File: src/design/ctp_pkg.sv
// Content-Type parser package: payload structs, parse phases, field codes
// and character class helpers. No dependencies.
package ctp_pkg;

  typedef struct packed {
    logic [7:0] header_byte;
    logic       last_byte;
  } in_t;

  typedef struct packed {
    logic [7:0] out_char;
    logic       char_valid;
    logic [2:0] field_kind;
    logic       field_restart;
    logic [1:0] verdict;
    logic       end_mark;
  } out_t;

  typedef enum logic [3:0] {
    PH_LWS,
    PH_TYPE,
    PH_SUB0,
    PH_SUB,
    PH_SEP,
    PH_AFTSEMI,
    PH_NAME,
    PH_VAL0,
    PH_TOKVAL,
    PH_QUOTED,
    PH_ESC,
    PH_REJ
  } phase_t;

  localparam logic [1:0] TGT_NONE     = 2'd0;
  localparam logic [1:0] TGT_CHARSET  = 2'd1;
  localparam logic [1:0] TGT_BOUNDARY = 2'd2;

  localparam logic [2:0] KIND_NONE     = 3'd0;
  localparam logic [2:0] KIND_TYPE     = 3'd1;
  localparam logic [2:0] KIND_SUB      = 3'd2;
  localparam logic [2:0] KIND_CHARSET  = 3'd3;
  localparam logic [2:0] KIND_BOUNDARY = 3'd4;

  localparam logic [1:0] VERD_PARSING = 2'd0;
  localparam logic [1:0] VERD_ACCEPT  = 2'd1;
  localparam logic [1:0] VERD_REJECT  = 2'd2;

  localparam logic [7:0] CH_TAB    = 8'h09;
  localparam logic [7:0] CH_SP     = 8'h20;
  localparam logic [7:0] CH_DQUOTE = 8'h22;
  localparam logic [7:0] CH_SLASH  = 8'h2F;
  localparam logic [7:0] CH_SEMI   = 8'h3B;
  localparam logic [7:0] CH_EQ     = 8'h3D;
  localparam logic [7:0] CH_BSLASH = 8'h5C;
  localparam logic [7:0] CH_VCHAR_LO = 8'h21;
  localparam logic [7:0] CH_DEL    = 8'h7F;

  localparam logic [3:0] CHARSET_LEN  = 4'd7;
  localparam logic [3:0] BOUNDARY_LEN = 4'd8;
  localparam logic [3:0] NAME_LEN_MAX = 4'd15;

  typedef struct packed {
    phase_t     phase;
    logic [3:0] name_len;
    logic       cs_cand;
    logic       bd_cand;
    logic [1:0] target;
  } state_t;

  localparam state_t STATE_RESET = '{
    phase:    PH_LWS,
    name_len: 4'd0,
    cs_cand:  1'b1,
    bd_cand:  1'b1,
    target:   TGT_NONE
  };

  function automatic logic is_alpha(input logic [7:0] c);
    return (c >= 8'h61 && c <= 8'h7A) || (c >= 8'h41 && c <= 8'h5A);
  endfunction

  function automatic logic is_tchar(input logic [7:0] c);
    logic r;
    r = 1'b0;
    case (c)
      8'h21, 8'h23, 8'h24, 8'h25, 8'h26, 8'h27, 8'h2A, 8'h2B, 8'h2D, 8'h2E,
      8'h5E, 8'h5F, 8'h60, 8'h7C, 8'h7E: r = 1'b1;
      default: r = (c >= 8'h30 && c <= 8'h39) || is_alpha(c);
    endcase
    return r;
  endfunction

  function automatic logic [7:0] to_lower(input logic [7:0] c);
    return (c >= 8'h41 && c <= 8'h5A) ? (c | 8'h20) : c;
  endfunction

  function automatic logic [7:0] charset_char(input logic [2:0] idx);
    logic [7:0] r;
    case (idx)
      3'd0: r = 8'h63;
      3'd1: r = 8'h68;
      3'd2: r = 8'h61;
      3'd3: r = 8'h72;
      3'd4: r = 8'h73;
      3'd5: r = 8'h65;
      3'd6: r = 8'h74;
      default: r = 8'h00;
    endcase
    return r;
  endfunction

  function automatic logic [7:0] boundary_char(input logic [2:0] idx);
    logic [7:0] r;
    case (idx)
      3'd0: r = 8'h62;
      3'd1: r = 8'h6F;
      3'd2: r = 8'h75;
      3'd3: r = 8'h6E;
      3'd4: r = 8'h64;
      3'd5: r = 8'h61;
      3'd6: r = 8'h72;
      default: r = 8'h79;
    endcase
    return r;
  endfunction

  function automatic logic [2:0] target_kind(input logic [1:0] tgt);
    logic [2:0] r;
    case (tgt)
      TGT_CHARSET:  r = KIND_CHARSET;
      TGT_BOUNDARY: r = KIND_BOUNDARY;
      default:      r = KIND_NONE;
    endcase
    return r;
  endfunction

endpackage

File: src/design/ctp_step.sv
// Content-Type parser: one byte of grammar checking, field tagging and
// parameter name matching. Combinational. Depends on ctp_pkg.
module ctp_step (
  input  ctp_pkg::state_t st,
  input  ctp_pkg::in_t    din,
  output ctp_pkg::state_t st_nxt,
  output ctp_pkg::out_t   res
);

  logic [7:0]      c;
  logic [7:0]      lc;
  logic            tch;
  logic            ws;
  logic            qd;
  logic            last;
  logic [2:0]      tkind;
  ctp_pkg::phase_t np;
  logic [7:0]      ch;
  logic            vld;
  logic [2:0]      kind;
  logic            rstrt;
  logic [1:0]      tgt;
  logic [3:0]      base_len;
  logic            base_cs;
  logic            base_bd;
  logic            new_cs;
  logic            new_bd;
  logic [3:0]      new_len;
  logic            np_ok;

  always_comb begin
    c     = din.header_byte;
    last  = din.last_byte;
    lc    = ctp_pkg::to_lower(c);
    tch   = ctp_pkg::is_tchar(c);
    ws    = (c == ctp_pkg::CH_SP) || (c == ctp_pkg::CH_TAB);
    qd    = ws || ((c >= ctp_pkg::CH_VCHAR_LO) && (c != ctp_pkg::CH_DEL));
    tkind = ctp_pkg::target_kind(st.target);
    np    = ctp_pkg::PH_REJ;
    ch    = 8'h00;
    vld   = 1'b0;
    kind  = ctp_pkg::KIND_NONE;
    rstrt = 1'b0;
    tgt   = st.target;

    case (st.phase)
      ctp_pkg::PH_LWS: begin
        if (ws) begin
          np = ctp_pkg::PH_LWS;
        end else if (tch) begin
          np = ctp_pkg::PH_TYPE; ch = lc; vld = 1'b1;
          kind = ctp_pkg::KIND_TYPE; rstrt = 1'b1;
        end
      end
      ctp_pkg::PH_TYPE: begin
        if (tch) begin
          np = ctp_pkg::PH_TYPE; ch = lc; vld = 1'b1; kind = ctp_pkg::KIND_TYPE;
        end else if (c == ctp_pkg::CH_SLASH) begin
          np = ctp_pkg::PH_SUB0;
        end
      end
      ctp_pkg::PH_SUB0: begin
        if (tch) begin
          np = ctp_pkg::PH_SUB; ch = lc; vld = 1'b1;
          kind = ctp_pkg::KIND_SUB; rstrt = 1'b1;
        end
      end
      ctp_pkg::PH_SUB: begin
        if (tch) begin
          np = ctp_pkg::PH_SUB; ch = lc; vld = 1'b1; kind = ctp_pkg::KIND_SUB;
        end else if (ws) begin
          np = ctp_pkg::PH_SEP;
        end else if (c == ctp_pkg::CH_SEMI) begin
          np = ctp_pkg::PH_AFTSEMI;
        end
      end
      ctp_pkg::PH_TOKVAL: begin
        if (tch) begin
          np = ctp_pkg::PH_TOKVAL; kind = tkind;
          if (tkind != ctp_pkg::KIND_NONE) begin
            ch = c; vld = 1'b1;
          end
        end else if (ws) begin
          np = ctp_pkg::PH_SEP;
        end else if (c == ctp_pkg::CH_SEMI) begin
          np = ctp_pkg::PH_AFTSEMI;
        end
      end
      ctp_pkg::PH_SEP: begin
        if (ws) begin
          np = ctp_pkg::PH_SEP;
        end else if (c == ctp_pkg::CH_SEMI) begin
          np = ctp_pkg::PH_AFTSEMI;
        end
      end
      ctp_pkg::PH_AFTSEMI: begin
        if (ws || (c == ctp_pkg::CH_SEMI)) begin
          np = ctp_pkg::PH_AFTSEMI;
        end else if (tch) begin
          np = ctp_pkg::PH_NAME;
        end
      end
      ctp_pkg::PH_NAME: begin
        if ((c == ctp_pkg::CH_EQ) && !last) begin
          np = ctp_pkg::PH_VAL0;
          if (st.cs_cand && (st.name_len == ctp_pkg::CHARSET_LEN)) begin
            tgt = ctp_pkg::TGT_CHARSET;
          end else if (st.bd_cand && (st.name_len == ctp_pkg::BOUNDARY_LEN)) begin
            tgt = ctp_pkg::TGT_BOUNDARY;
          end else begin
            tgt = ctp_pkg::TGT_NONE;
          end
          kind  = ctp_pkg::target_kind(tgt);
          rstrt = (kind != ctp_pkg::KIND_NONE);
        end else if (tch) begin
          np = ctp_pkg::PH_NAME;
        end
      end
      ctp_pkg::PH_VAL0: begin
        if (c == ctp_pkg::CH_DQUOTE) begin
          np = ctp_pkg::PH_QUOTED;
        end else if (tch) begin
          np = ctp_pkg::PH_TOKVAL; kind = tkind;
          if (tkind != ctp_pkg::KIND_NONE) begin
            ch = c; vld = 1'b1;
          end
        end
      end
      ctp_pkg::PH_QUOTED: begin
        if (c == ctp_pkg::CH_DQUOTE) begin
          np = ctp_pkg::PH_SEP;
        end else if (c == ctp_pkg::CH_BSLASH) begin
          np = ctp_pkg::PH_ESC;
        end else if (qd) begin
          np = ctp_pkg::PH_QUOTED; kind = tkind;
          if (tkind != ctp_pkg::KIND_NONE) begin
            ch = c; vld = 1'b1;
          end
        end
      end
      ctp_pkg::PH_ESC: begin
        if (qd) begin
          np = ctp_pkg::PH_QUOTED; kind = tkind;
          if (tkind != ctp_pkg::KIND_NONE) begin
            ch = c; vld = 1'b1;
          end
        end
      end
      default: begin
        np = ctp_pkg::PH_REJ;
      end
    endcase

    // name matching; a name byte right after ';' starts a fresh name
    base_len = (st.phase == ctp_pkg::PH_AFTSEMI) ? 4'd0 : st.name_len;
    base_cs  = (st.phase == ctp_pkg::PH_AFTSEMI) ? 1'b1 : st.cs_cand;
    base_bd  = (st.phase == ctp_pkg::PH_AFTSEMI) ? 1'b1 : st.bd_cand;
    new_cs   = base_cs && (base_len < ctp_pkg::CHARSET_LEN) &&
               (ctp_pkg::charset_char(base_len[2:0]) == lc);
    new_bd   = base_bd && (base_len < ctp_pkg::BOUNDARY_LEN) &&
               (ctp_pkg::boundary_char(base_len[2:0]) == lc);
    new_len  = (base_len == ctp_pkg::NAME_LEN_MAX) ? base_len : base_len + 4'd1;

    if (np == ctp_pkg::PH_REJ) begin
      ch = 8'h00; vld = 1'b0; kind = ctp_pkg::KIND_NONE; rstrt = 1'b0;
    end

    np_ok = (np == ctp_pkg::PH_SUB) || (np == ctp_pkg::PH_SEP) ||
            (np == ctp_pkg::PH_AFTSEMI) || (np == ctp_pkg::PH_TOKVAL);

    st_nxt        = st;
    st_nxt.phase  = np;
    st_nxt.target = tgt;
    if (np == ctp_pkg::PH_NAME) begin
      st_nxt.name_len = new_len;
      st_nxt.cs_cand  = new_cs;
      st_nxt.bd_cand  = new_bd;
    end

    res.out_char      = ch;
    res.char_valid    = vld;
    res.field_kind    = kind;
    res.field_restart = rstrt;
    res.end_mark      = last;
    if (last) begin
      res.verdict = np_ok ? ctp_pkg::VERD_ACCEPT : ctp_pkg::VERD_REJECT;
      st_nxt      = ctp_pkg::STATE_RESET;
    end else begin
      res.verdict = (np == ctp_pkg::PH_REJ) ? ctp_pkg::VERD_REJECT
                                            : ctp_pkg::VERD_PARSING;
    end
  end

endmodule

File: src/design/content_type_header_parser_core.sv
// Content-Type header parser top: input register, parser state, result register.
// A byte transferred in passes the input register, then the result register, to out_data.
// Throughput: one byte per cycle unless out_ready stalls; ctp_step is combinational.
// Reset (rst_n low, synchronous): both stages empty, parser in leading-whitespace phase.
// The state also returns to reset after every byte marked last_byte.
// Depends on ctp_pkg and ctp_step.
module content_type_header_parser_core (
  input  logic          clk,
  input  logic          rst_n,
  input  logic          in_valid,
  output logic          in_ready,
  input  ctp_pkg::in_t  in_data,
  output logic          out_valid,
  input  logic          out_ready,
  output ctp_pkg::out_t out_data
);

  logic            a_valid_r;
  logic            a_valid_nxt;
  ctp_pkg::in_t    a_data_r;
  logic            out_valid_r;
  logic            out_valid_nxt;
  ctp_pkg::out_t   out_data_r;
  ctp_pkg::state_t st_r;
  ctp_pkg::state_t st_nxt;
  ctp_pkg::state_t step_st;
  ctp_pkg::out_t   step_res;
  logic            adv;
  logic            fire;
  logic            in_xfer;

  ctp_step u_step (
    .st     (st_r),
    .din    (a_data_r),
    .st_nxt (step_st),
    .res    (step_res)
  );

  always_comb begin
    adv           = !out_valid_r || out_ready;
    fire          = a_valid_r && adv;
    in_ready      = !a_valid_r || adv;
    in_xfer       = in_valid && in_ready;
    a_valid_nxt   = in_xfer || (a_valid_r && !adv);
    out_valid_nxt = fire || (out_valid_r && !out_ready);
    st_nxt        = fire ? step_st : st_r;
  end

  always_ff @(posedge clk) begin
    if (!rst_n) begin
      a_valid_r   <= 1'b0;
      out_valid_r <= 1'b0;
      st_r        <= ctp_pkg::STATE_RESET;
    end else begin
      a_valid_r   <= a_valid_nxt;
      out_valid_r <= out_valid_nxt;
      st_r        <= st_nxt;
    end
  end

  always_ff @(posedge clk) begin
    if (in_xfer) begin
      a_data_r <= in_data;
    end
    if (fire) begin
      out_data_r <= step_res;
    end
  end

  assign out_valid = out_valid_r;
  assign out_data  = out_data_r;

  a_char_tagged: assert property (@(posedge clk) disable iff (!rst_n)
    out_valid_r && out_data_r.char_valid |-> out_data_r.field_kind != ctp_pkg::KIND_NONE)
    else $error("char_valid without a field kind");

  a_restart_tagged: assert property (@(posedge clk) disable iff (!rst_n)
    out_valid_r && out_data_r.field_restart |->
      out_data_r.field_kind != ctp_pkg::KIND_NONE)
    else $error("restart without a field kind");

  a_accept_at_end: assert property (@(posedge clk) disable iff (!rst_n)
    out_valid_r && out_data_r.verdict == ctp_pkg::VERD_ACCEPT |-> out_data_r.end_mark)
    else $error("accept verdict before last byte");

  a_char_zero: assert property (@(posedge clk) disable iff (!rst_n)
    out_valid_r && !out_data_r.char_valid |-> out_data_r.out_char == 8'h00)
    else $error("untagged byte carries a character");

  a_end_resets: assert property (@(posedge clk) disable iff (!rst_n)
    fire && a_data_r.last_byte |=> st_r == ctp_pkg::STATE_RESET)
    else $error("parser state not reset after last byte");

endmodule
File: config.mk
export PLATFORM = sky130hd
export DESIGN_NAME = content_type_header_parser_core
export DESIGN_NICKNAME = d
export VERILOG_FILES = /design/src/design/ctp_pkg.sv /design/src/design/ctp_step.sv /design/src/design/content_type_header_parser_core.sv
export SDC_FILE = /design/constraint.sdc
export NUM_CORES = 1
export LEC_CHECK = 0
export BUFFER_PORTS_ARGS = -buffer_cell sky130_fd_sc_hd__buf_2
export CAP_MARGIN = 20
export CORE_ASPECT_RATIO = 2
export CORE_MARGIN = 3
export CORE_UTILIZATION = 50
export CTS_CLUSTER_SIZE = 24
export DETAILED_ROUTE_END_ITERATION = 8
export GPL_TIMING_DRIVEN = 0
export PLACE_DENSITY_LB_ADDON = 0.15
export SYNTH_ARGS = -nofsm -noshare
export SYNTH_HDL_FRONTEND = slang
export SYNTH_SLANG_ARGS = --single-unit
File: constraint.sdc
create_clock -name clk -period 3.05 [get_ports clk]
set_input_delay 0.1525 -clock clk [delete_from_list [all_inputs] [get_ports clk]]
set_output_delay 0.1525 -clock clk [all_outputs]
set_load 0.05 [all_outputs]
Word-level counts from Yosys, hierarchy flattened
Cells that the tools add are included.

RAM bits: 0. Bits in registers: 39. Latch bits: 0. Memories kept: 0. Logic and storage cells: 194. Bits in read-only memories: 0.

Bitwise operators: 0. Multiplexer cells: 71. Shift operators: 0. Eq/ne operators: 54. Reduce and logical (&&, ||, !) cells: 44. Multipliers: 0. $add $sub $neg: 1. Divide/modulo/power cells: 0. Order comparisons: 9.

Operators with widths (count): $eq 8x6->1 const B (15); $mux 4 (17); $mux 8 (8); $pmux 7 s7 (1); $eq 8x7->1 const B (6); $pmux 8 s6 (1); $pmux 4 s11 (1); $pmux 5 s7 (1); $eq 4x3->1 const B (8); $eq 4x4->1 const B (7); $mux 3 (9); $mux 2 (12); $pmux 3 s8 (1); $eq 7x8->1 (2); $ge 8x6->1 const B (2); $ge 8x7->1 const B (2); $le 8x7->1 const B (2); $logic_and 1x1->1 (15); $reduce_or 15->1 (1); $mux 1 (13); $eq 4x2->1 const B (3); $logic_or 1x1->1 (12); $mux 12 (1); $mux 6 (2); 24 further kinds (37).

Longest topological paths before layout
Gate-level depths: netlist of the first run.

Depth in word-level cells: 14. Mapped depth: 14. Depth with buffers taken out: 11.

By module
From an unflattened synthesis of the first run, not the netlist that was laid out.

Cell total of the unflattened synthesis: 343. Area, all modules: 2914.0 sq um.

By module, submodules not included: ctp_step (cells an instance 256, area an instance 1574.0 sq um, instances 1, seq. area each 0.0 sq um); content_type_header_parser_core (cells an instance 87, area an instance 1340.0 sq um, instances 1, seq. area each 1031.0 sq um).

Worst setup path before layout of the first run
No wires, ideal clock.

Path type: reg-to-reg. Start point: register a_data_r[8] in the netlist's numbering. End point: register out_data_r (netlist bit out_data[2]), data pin. Data required time: 2.793 ns. Period minus slack after synthesis: 2.949 ns. Cell stages (with the launch flop): 9. Slack: 0.101 ns. Setup time: 0.257 ns. Path buffers: 1. Arrival time: 2.692 ns. Cell sequence: edfxtp_1 > buf_6 > or4b_4 > o32a_4 > o211ai_2 > o211ai_2 > a2111oi_4 > o21ai_1 > a32o_1.

RTL lines: start, declared (line content_type_header_parser_core.sv:20) `ctp_pkg::in_t a_data_r;`; start signal, assigned (line content_type_header_parser_core.sv:63) `a_data_r <= in_data;`; end signal, assigned (line content_type_header_parser_core.sv:66) `out_data_r <= step_res;`; end, declared (line content_type_header_parser_core.sv:23) `ctp_pkg::out_t out_data_r;`.

==> summary.md, run 1 <==
The flow ran to the end, and the final reports show no timing, DRC or antenna violations. The tree is rooted in a sky130_fd_sc_hd__clkbuf_8. The areal power density over the cells was 407 mW/mm^2. The total core area came out at 0.00523 sq mm.

The analysis attributes to cell leakage a power of 0.00122 uW. Once detailed placement completed, the half-perimeter wirelength came to 5.28 mm. Along the worst path, the maximum fanout reaches 7. The clock buffer count from CTS is 5.

The clock period could shrink to 3000 ps. Data on the critical path is required at its endpoint by 3110 ps. By count the netlist is led by 39 x sky130_fd_sc_hd__nand2_1, 29 x sky130_fd_sc_hd__nor2_1, 25 x sky130_fd_sc_hd__edfxtp_1.

For this design, the CTS-stage hold fixing added 0 buffers. The fmax was 333 MHz; the post-place instance area was 0.00295 sq mm. Most instantiated flip-flop cell in the synthesis netlist: sky130_fd_sc_hd__edfxtp_1.

For the number of hold-slack violations in the final timing report, the log shows 0. Overall power: 1320 uW. The logs give 0 for the total number of yosys warnings and 0 for the final count of negative-setup-slack endpoints. Setup repair after global routing could not meet its margin everywhere. The net count of the finished layout is 375, and the height of the die is 110 um.

The critical path starts at a_data_r[8]$_DFFE_PP_. After detailed routing, the average wire length per cell comes to 17.3 um. For the I/O pin total, the log shows 31. Max-cap violations in this run came to 0. Number of instances in the synthesized netlist: 314. The detail-routed via count per cell is 6.20. For this run, asynchronously set or reset flops after synthesis account for 0%. Horizontal die dimension: 58.2 um. STA classifies the critical path endpoint as a register. The via count of the first global-routing pass was 2489; the number of buffer cells added on primary ports was 30. The remaining number of nets flagged by the antenna check after routing came out at 0. The run gives 39 as the count of clock tree sinks. In the routed design, unresolved DRC markers number 0. The tools report the routability-driven placement congestion ratio as 1.00.

The first global-routing pass estimated 11.8 mm of wire. In this run the tightest slew margin relative to its limit is 53.0%. The remaining global-route overflow is 0.

The floorplan step defined a die boundary enclosing 0.00643 sq mm. For the final routed database, the setup TNS stands at 0 ps. After clock tree synthesis, the clock-pin slew on the worst setup and hold paths is 70 ps. The logs give 2 for the maximum buffer depth of the clock tree and 23.8% for the combined global-route utilization of all metal layers. The worst setup path is of the reg -> reg kind.

The worst hold path begins at in_data[1]. In this run the critical register-to-register path is launched from a_data_r[8]$_DFFE_PP_. The min-delay analysis places its worst path in the category in -> reg. For this block, the via count after detailed routing is 2568. The worst-case IR drop observed on VDD is 0.430 mV.

Cells with a size suffix above 1 make up 24.2% of the layout. The share of the Yosys chip area taken by registers is 37.8%. The finished layout holds 414 standard cells, fillers aside. The final critical path takes up 98.4% of the cycle. The logs give 21.9 ps for the worst hold margin and 19 for the largest net degree at the start of global routing. The number of enable flip-flop cells after synthesis is 25. The tools report the first-pass detailed-route iteration total as 4.

The routed wire length was 7.18 mm; the number of rows created at floorplan was 37. The clock network latency to the later pin of the worst-skew pair is 310 ps, and the area growth from synthesis to final layout is 18.8%. The synthesized netlist occupies a cell area of 0.00273 sq mm. The number of antenna violations at the first check in global routing was 0; the slew at the pin closest to its max-slew limit was 704 ps. The number of max-slew violations in the final report came out at 0. The most frequent cell after synthesis is sky130_fd_sc_hd__nand2_1.

The number of antenna diodes in the final layout is 0. For the critical path data arrival time, the log shows 3060 ps. Leading area contributor after synthesis: sky130_fd_sc_hd__edfxtp_1.

Of the post-synthesis cell area, the dominant cell type holds 27.5%. After routing the design area is 0.00324 sq mm. The tools report the worst clock skew as 7.75 ps.

After synthesis, the netlist uses 68 different library cells. The post-synthesis net count was 334. Per-instance average area after synthesis: 8.68 sq um.

TritonCTS built the clock tree. The initial utilization of the core area, before any placement, comes to 52.1%. Startpoint type of the worst setup path: a register. Yosys attributes the largest share of cell area to sky130_fd_sc_hd__edfxtp_1 28%, sky130_fd_sc_hd__dfxtp_1 10%, sky130_fd_sc_hd__nand2_1 5.4%. The tools report the number of levels the H-tree was split into as 2.

The run gives 402 as the post-placement cell count. The count of state elements after synthesis came out at 39. For the violation count after the first detailed-routing iteration, the log shows 82.
metrics by stage:
| stage | util (%) | setup slack [ps] |
|---|---|---|
| 6_report | 61.9 | 49.2 |
| 5_1_grt | 61.9 | -216 |
| 4_1_cts | 60.4 | -13.1 |
| 3_5_place_dp | 56.4 | -422 |
| 3_3_place_gp | 56.4 | -396 |
| 2_1_floorplan | - | 101 |
routing by layer:
metal	vias up	wire length (um)	GRT usage [%]
li1	1253	-	-
met1	1202	2670	25.6
met2	91	3850	40.3
met3	22	315	4.33
met4	0	343	15.8
met5	-	0	0
timing repair:
action / CTS / global route
pin swaps: 1 / 5
gates resized for setup: 21 / 20
endpoints found under the setup margin: 18 / 19
buffers inserted: 4 / 4
worst max-delay path: stages (launching register included):
cell                        delay (ps)
sky130_fd_sc_hd__edfxtp_1          380
sky130_fd_sc_hd__buf_6             140
sky130_fd_sc_hd__or4b_4            540
sky130_fd_sc_hd__o32a_4            370
sky130_fd_sc_hd__o211ai_2          190
sky130_fd_sc_hd__o211ai_2          140
sky130_fd_sc_hd__a2111oi_4         580
sky130_fd_sc_hd__o21ai_1           130
sky130_fd_sc_hd__a32o_1            270
layout make-up:
class	count	area [sq um]
clock inverter	3	38.8
timing repair buffer	38	208
multi-input combinational	241	1680
fill	474	1990
buffer	15	77.6
sequential	39	1040
inverter	15	56.3
tap	58	72.6
clock buffer	5	68.8
power breakdown:
| group | internal, uW | switching, uW |
|---|---|---|
| Clock | 239 | 188 |
| Sequential | 590 | 17.8 |
| Combinational | 102 | 180 |
| Total | 931 | 386 |
flip-flops by register name (all words and copies together), names as in the netlist:
name	flops
a_data_r	9
a_valid_r	1
out_data	16
out_valid	1
st_r	12
cells by family (layout without fill, tap and decap cells):
family,after synthesis,count (layout),synth area share [%]
AND/OR/NAND/NOR,140,140,27.5
buffers and inverters,34,76,4.96
flip-flops,39,39,37.8
adder cells (fa/ha/maj),7,7,3.21
AO/OA/AOI/OAI,83,83,22.9
XOR/XNOR,9,9,2.89
multiplexers,2,2,0.780
worst paths after layout:
path / end / cells past startpoint / slack [ps]
setup / recovery: out_data[2]$_DFFE_PP_ / 8 / 50
setup reg to reg: out_data[2]$_DFFE_PP_ / 8 / 50
hold reg to reg: st_r[3]$_SDFFE_PN1P_ / 1 / 510
hold / removal: a_data_r[1]$_DFFE_PP_ / 1 / 20
placed cells by master, fill, tap and decap left out, types with 4 or more instances in the layout:
| cell type | Yosys | routed |
|---|---|---|
| sky130_fd_sc_hd__buf_2 | 0 | 32 |
| sky130_fd_sc_hd__nor2b_1 | 10 | 10 |
| sky130_fd_sc_hd__edfxtp_1 | 25 | 25 |
| sky130_fd_sc_hd__buf_4 | 0 | 7 |
| sky130_fd_sc_hd__o21ai_1 | 2 | 4 |
| sky130_fd_sc_hd__a211oi_1 | 5 | 5 |
| sky130_fd_sc_hd__nand2b_1 | 5 | 4 |
| sky130_fd_sc_hd__nor3_1 | 8 | 7 |
| sky130_fd_sc_hd__nand3_1 | 6 | 5 |
| sky130_fd_sc_hd__xnor2_1 | 5 | 5 |
| sky130_fd_sc_hd__nand4_1 | 6 | 6 |
| sky130_fd_sc_hd__clkbuf_2 | 0 | 4 |
| sky130_fd_sc_hd__nand2_1 | 39 | 39 |
| sky130_fd_sc_hd__a22oi_1 | 4 | 4 |
| sky130_fd_sc_hd__dfxtp_2 | 0 | 4 |
| sky130_fd_sc_hd__a21oi_1 | 17 | 17 |
| sky130_fd_sc_hd__a31oi_1 | 5 | 5 |
| sky130_fd_sc_hd__clkbuf_1 | 16 | 6 |
| sky130_fd_sc_hd__dfxtp_1 | 14 | 10 |
| sky130_fd_sc_hd__xor2_1 | 4 | 4 |
| sky130_fd_sc_hd__and2_1 | 4 | 4 |
| sky130_fd_sc_hd__ha_1 | 7 | 7 |
| sky130_fd_sc_hd__inv_1 | 14 | 14 |
| sky130_fd_sc_hd__o21ai_0 | 13 | 10 |
| sky130_fd_sc_hd__clkbuf_8 | 0 | 5 |
| sky130_fd_sc_hd__nor2_1 | 29 | 28 |
| sky130_fd_sc_hd__nor3b_1 | 4 | 4 |
| sky130_fd_sc_hd__or3_1 | 4 | 4 |
No activity file was read; power rests on OpenSTA's default activity.
==> run 2: changes to the inputs <==
--- a/config.mk
+++ b/config.mk
@@ -13,7 +13,7 @@
 export CTS_CLUSTER_SIZE = 24
 export DETAILED_ROUTE_END_ITERATION = 8
 export GPL_TIMING_DRIVEN = 0
-export PLACE_DENSITY_LB_ADDON = 0.15
+export PLACE_DENSITY = 0.73
 export SYNTH_ARGS = -nofsm -noshare
 export SYNTH_HDL_FRONTEND = slang
 export SYNTH_SLANG_ARGS = --single-unit
==> summary.md, run 2 (same netlist as run 1, synthesis figures left out) <==
The flow ran to the end, and the final reports show no timing, DRC or antenna violations. The routability-driven placement congestion ratio came out at 0.964. The run gives 0 as the number of max-slew violations in the final report. The detailed router placed 2663 vias in this run. The number of levels the H-tree was split into was 2; the fmax was 333 MHz. Headroom to the max-slew limit came out at 54.0%. The worst-path maximum fanout was 7.

The path category of the worst min-delay check is in -> reg. The post-route non-filler standard cell count came out at 416. The remaining global-route overflow was 0; the first-pass detailed-route iteration total was 4. STA classifies the critical path startpoint as a register. The starting density of the core was 52.1%; the worst clock skew was 10.9 ps. Count of clock tree sinks: 39. The run gives 5 as the clock buffer count from CTS. The die covers 0.00643 sq mm. Setup repair after global routing could not meet its margin everywhere. Leaving out fill and tap cells, the most frequent cells in the layout are 38 x sky130_fd_sc_hd__nand2_1, 32 x sky130_fd_sc_hd__buf_2, 25 x sky130_fd_sc_hd__nor2_1, 25 x sky130_fd_sc_hd__edfxtp_1, 16 x sky130_fd_sc_hd__a21oi_1. The die is 110 um tall. The number of flip-flops under the largest register name was 16. The tools report the reported leakage power as 0.00122 uW. Horizontal die dimension: 58.2 um.

The remaining number of nets flagged by the antenna check after routing is 0. OpenSTA, run right after detailed placement, puts the worst setup slack at -475 ps. Across the run, the number of max-cap violations was 0. The first global-routing pass estimated 12.2 mm of wire.

The areal power density over the cells was 402 mW/mm^2; the number of buffers inserted by hold repair at cts was 0. Port buffering added 30 buffers. Including well taps, the total number of placed cells is 402. The tools report the routed wire length as 7.65 mm.

31 I/O pins were placed. The most frequent standard cell in the layout excluding fill and tap cells is sky130_fd_sc_hd__nand2_1. Setup slack closes at 42.9 ps.

The logs give 310 ps for the clock network latency to the later pin of the worst-skew pair and 2 for the maximum buffer depth of the clock tree. The core region is 0.00523 sq mm. For the critical path data arrival time, the log shows 3070 ps. The via count of the first global-routing pass was 2531; the share of layout cells above drive strength 1 was 26.3%. The number of rows created at floorplan came out at 37. Counting I/O delays and the setup requirement, the final critical path takes 3010 ps. For the largest net degree at the start of global routing, the log shows 19.

The HPWL after detailed placement is 5.47 mm. The tools report the final count of negative-setup-slack endpoints as 0. The tools report the CTS root buffer as sky130_fd_sc_hd__clkbuf_8.

The share of the clock period used by the worst path after layout was 98.6%. The repair_antennas step left the layout with diodes totalling 0. Clock-pin slew was measured on the worst setup and hold paths at 70 ps. Required time of the critical path: 3110 ps. The slew at the pin closest to its max-slew limit works out to 689 ps. The detail-routed via count per cell is 6.40. The number of antenna violations at the first check in global routing is 0, and the number of hold-slack violations in the final timing report is 0.

TritonCTS built the clock tree. The critical path is of the reg -> reg type. The violation count after the first detailed-routing iteration came out at 121.

In the routed design, unresolved DRC markers number 0. The combined global-route utilization of all metal layers was 24.4%; the net count of the finished layout was 377. The worst setup path is captured at a register. IR analysis of the VDD net gives a maximum drop of 0.420 mV. After detailed routing, the average wire length per cell comes to 18.4 um.

The area growth from synthesis to final layout was 20.7%.
## run 2: what timing repair did
| action | in CTS | in global routing |
|---|---|---|
| endpoints found under the setup margin | 19 | 15 |
| cloned | 1 | 1 |
| resized for setup | 23 | 26 |
| buffers inserted | 2 | 6 |
| pin swaps | 2 | 9 |
## run 2: area by class of cell
type                    count  area [sq um]
clock buffers               5          68.8
plain buffers              15          80.1
flip-flops and latches     39          1040
multi-input cells         242          1720
inverters                  15          56.3
repair buffers             39           216
well taps                  58          72.6
clock inverters             3          38.8
fillers                   483          1940
## run 2: worst paths after layout
kind / depth (start not counted) / endpoint / slack, ps / start
hold reg to reg: 1 / st_r[3]$_SDFFE_PN1P_ / 520 / st_r[3]$_SDFFE_PN1P_
setup reg to reg: 8 / out_data[2]$_DFFE_PP_ / 40 / a_data_r[8]$_DFFE_PP_
hold / removal: 1 / a_data_r[5]$_DFFE_PP_ / 20 / in_data[5]
setup / recovery: 8 / out_data[2]$_DFFE_PP_ / 40 / a_data_r[8]$_DFFE_PP_
## run 2: where the power goes
part           leakage, uW  internal, uW  switching [uW]  total (uW)
Sequential        0.000350           590            17.6         607
Clock            0.0000556           239             188         427
Combinational     0.000812           104             185         289
## run 2: layer usage
metal / wire length (um) / track usage [%] / up-vias
met2: 4310 / 44.7 / 120
met1: 2630 / 24.7 / 1260
met5: 0 / 0 / -
met3: 404 / 4.33 / 27
met4: 301 / 12.8 / 0
li1: - / - / 1256
## run 2: worst max-delay path, stage by stage, from the launching register on
cell and delay, ps:
sky130_fd_sc_hd__edfxtp_1 380, sky130_fd_sc_hd__buf_6 140, sky130_fd_sc_hd__or4b_4 540, sky130_fd_sc_hd__o32a_4 380
sky130_fd_sc_hd__o211ai_4 210, sky130_fd_sc_hd__o211ai_2 150, sky130_fd_sc_hd__a2111oi_4 580, sky130_fd_sc_hd__o21ai_1 130
sky130_fd_sc_hd__a32o_1 270
## run 2: metrics by stage
stage / utilization (%) / hold slack, ps / total power, uW / TNS, ps / area [sq um]
finish: 62.9 / 24.2 / 1320 / 0 / 3290
global route: 62.9 / 16.0 / 1370 / -122 / 3290
detailed placement: 56.4 / 331 / 862 / -5560 / 2950
CTS: 60.7 / 19.6 / 1300 / 0 / 3180
floorplan: - / 251 / 802 / 0 / 2730
global placement: 56.4 / 329 / 857 / -5430 / 2950
==> run 3: changes to the inputs <==
--- a/config.mk
+++ b/config.mk
@@ -7,13 +7,13 @@
 export LEC_CHECK = 0
 export BUFFER_PORTS_ARGS = -buffer_cell sky130_fd_sc_hd__buf_2
 export CAP_MARGIN = 20
-export CORE_ASPECT_RATIO = 2
 export CORE_MARGIN = 3
 export CORE_UTILIZATION = 50
 export CTS_CLUSTER_SIZE = 24
 export DETAILED_ROUTE_END_ITERATION = 8
 export GPL_TIMING_DRIVEN = 0
 export PLACE_DENSITY = 0.73
+export RECOVER_POWER = 50
 export SYNTH_ARGS = -nofsm -noshare
 export SYNTH_HDL_FRONTEND = slang
 export SYNTH_SLANG_ARGS = --single-unit
==> summary.md, run 3 (same netlist as run 1, synthesis figures left out) <==
The root buffer cell chosen for the clock tree is sky130_fd_sc_hd__clkbuf_8. The endpoint identified for the worst register-to-register timing path is out_data[2]$_DFFE_PP_. The internal power consumption came out at 1010 uW.

The number of hold-slack violations in the final timing report is 0. Summed over all layers, the global routing overflow is 0. Setup repair after global routing could not meet its margin everywhere. Most frequent standard cell in the layout excluding fill and tap cells: sky130_fd_sc_hd__nand2_1. For the critical path data arrival time, the log shows 3060 ps. TritonCTS built the clock tree.

The type of the worst setup path was reg -> reg. Worst-path maximum fanout: 5. The worst setup path is captured at a register. The tool flagged a number of max-cap violations equal to 0.

The run gives 0 as the number of max-slew violations in the final report. The via count of the first global-routing pass was 2254. Dividing total power by cell area gives a power density of 428 mW/mm^2. Clock latency on the worst-skew pair, taken at its later pin, is 290 ps. STA classifies the critical path startpoint as a register. The instance count along the most critical hold path was 1; the post-place instance area was 0.00296 sq mm. The flow ran to the end, and the final reports show no timing, DRC or antenna violations.

The logs give 332 MHz for the fmax and 10.9 mm for the global-route wire length before repair. The logs give 2 for the maximum buffer depth of the clock tree and 0.00321 sq mm for the final design instance area without fill. Traced cell by cell, the critical path runs through or4_4, o22ai_2, o311ai_2, o22ai_1, nand4_1, or3_1, a32o_1.

The area growth from synthesis to final layout was 17.9%. Across the routed clock network, the largest skew measured is 8.36 ps. The capture endpoint of the worst hold path was a_data_r[0]$_DFFE_PP_. In this run the static leakage power is 0.00115 uW.

The switching power of the nets was 367 uW; the required time of the critical path was 3090 ps. The initial utilization of the core area, before any placement, comes to 52.4%. The number of flip-flops under the largest register name was 16; the routed wire length was 6.58 mm.

From left edge to right edge, the die measures 79.8 um. The net count of the finished layout is 374. The path class of the tightest hold or removal check is in -> reg. In the layout the commonest cells are 39 x sky130_fd_sc_hd__nand2_1, 28 x sky130_fd_sc_hd__nor2_1, 26 x sky130_fd_sc_hd__clkbuf_1, 25 x sky130_fd_sc_hd__edfxtp_1, 17 x sky130_fd_sc_hd__a21oi_1.

After clock tree synthesis, the clock-pin slew on the worst setup and hold paths is 80 ps. Measured against its own limit, the worst slew margin works out to 50.5%. On the worst path, the slowest cell contributes a delay of 620 ps.

The number of buffer cells added on primary ports is 30, and the remaining design rule violation count is 0. After detailed routing, the average wire length per cell comes to 15.5 um. The tools report the post-placement setup slack as -350 ps.

The routed design could run at a clock period as short as 3010 ps. For this run, the detailed router's first-pass iteration total came to 4. The tools report the sequential share of power as 44.0%. Cells fill 61.7% of the core in the end. Share of the clock period used by the worst path after layout: 98.8%.

The part of the total power dissipated in the clock network is 36.6%, and the area of the die is 0.00637 sq mm. The startpoint of the tightest hold check path was in_data[0]. The worst register-to-register path begins at a_data_r[2]$_DFFE_PP_. In the post-route analysis, the smallest setup slack over all paths is 35.2 ps. The final count of negative-setup-slack endpoints was 0; the total core area was 0.00520 sq mm. IR analysis of the VDD net gives a maximum drop of 0.278 mV. In this run switching power makes up 26.6% of total power. The slack of the worst reg-to-reg path is 40 ps. The tools report the count of clock tree sinks as 39. The I/O pin total came out at 31. In this run, CTS created clock tree buffers numbering 5. Of the cells placed in the final design, the portion with a size suffix greater than 1 is 17.2%.

The congestion estimate from routability-driven global placement came to 0.901. The final route contains 2512 vias. The initialized floorplan defines 26 standard-cell rows. Summed over all nets, the half-perimeter wirelength after detailed placement is 4.81 mm. Remaining number of nets flagged by the antenna check after routing: 0.

The number of cells on the worst reg-to-reg path was 7; the detail-routed via count per cell was 5.91. 0 antenna diodes ended up in the layout. The height of the die is 79.8 um, and the slew at the pin closest to its max-slew limit is 741 ps. The number of antenna violations at the first check in global routing is 0.

In this run, the combinational gates consume 19.3% of the power. For the number of levels the H-tree was split into, the log shows 2. Among all stages on the critical path, the largest delay is contributed by sky130_fd_sc_hd__or4_4. The combined global-route utilization of all metal layers is 21.5%, and the violation count after the first detailed-routing iteration is 298. Entering global routing, the biggest net connects 19 pins.
## run 3: cell types whose count changed in the layout (fill, tap and decap cells not counted), moves of 2 or more
cell / delta
sky130_fd_sc_hd__clkbuf_1: +20
sky130_fd_sc_hd__buf_2: -18
sky130_fd_sc_hd__nor2_1: +3
sky130_fd_sc_hd__nor3_1: +3
sky130_fd_sc_hd__nor3_2: -3
sky130_fd_sc_hd__clkbuf_2: -2
sky130_fd_sc_hd__nor2_2: -2
## run 3: cell type report
cell class | count | area [sq um]
Fill cell | 473 | 1990
Multi-Input combinational cell | 241 | 1640
Sequential cell | 39 | 1040
Timing Repair Buffer | 37 | 180
Tap cell | 70 | 87.6
Buffer | 15 | 76.3
Clock buffer | 6 | 72.6
Clock inverter | 2 | 60.1
Inverter | 15 | 56.3
## run 3: critical path: cells and delay by family, from the launching register on
family,cells,cell delay (ps)
AOI/OAI and AO/OA,4,1030
and+or+nand+nor,3,1300
DFF,1,440
## run 3: timing repair
action	in CTS	in global routing
endpoints found under the setup margin	16	17
gates resized for setup	19	12
pin swaps	3	7
buffers inserted	3	4
hold buffers	0	0
## run 3: per-stage QoR
stage | total power, uW | std cells | setup TNS [ps] | hold slack [ps]
2_1_floorplan | 802 | 314 | 0 | 251
3_3_place_gp | 854 | 414 | -4460 | 330
3_5_place_dp | 858 | 414 | -3750 | 331
4_1_cts | 1370 | 421 | 0 | 27.6
5_1_grt | 1430 | 425 | -539 | 18.9
6_report | 1380 | 425 | 0 | 32.0
## run 3: power groups by stage
stage / combinational, uW / sequential, uW / clock, uW
6_report: 266 / 606 / 504
5_1_grt: 288 / 609 / 536
4_1_cts: 256 / 605 / 512
3_5_place_dp: 246 / 613 / 0
3_3_place_gp: 242 / 612 / 0
2_1_floorplan: 143 / 658 / 0
## run 3: how the worst max path moves through the flow
stage,start,end,slack [ps]
final,a_data_r[2]$_DFFE_PP_,out_data[2]$_DFFE_PP_,40
after global routing,st_r[10]$_SDFFE_PN0P_,st_r[2]$_SDFFE_PN1P_,-240
after CTS,st_r[11]$_SDFFE_PN0P_,st_r[2]$_SDFFE_PN1P_,10
after detailed placement,st_r[10]$_SDFFE_PN0P_,st_r[2]$_SDFFE_PN1P_,-350
after global placement,a_data_r[2]$_DFFE_PP_,out_data[8]$_SDFFCE_PP0P_,-350
after floorplan,a_data_r[8]$_DFFE_PP_,out_data[2]$_DFFE_PP_,100
## run 3: metal layers
layer  track usage, %  share of wire, %  up-vias
li1                 -                 -     1241
met1             28.5                45     1178
met2             35.8                48       83
met3             4.29               6.1       10
met4             5.74               1.4        0
met5                0                 0        -
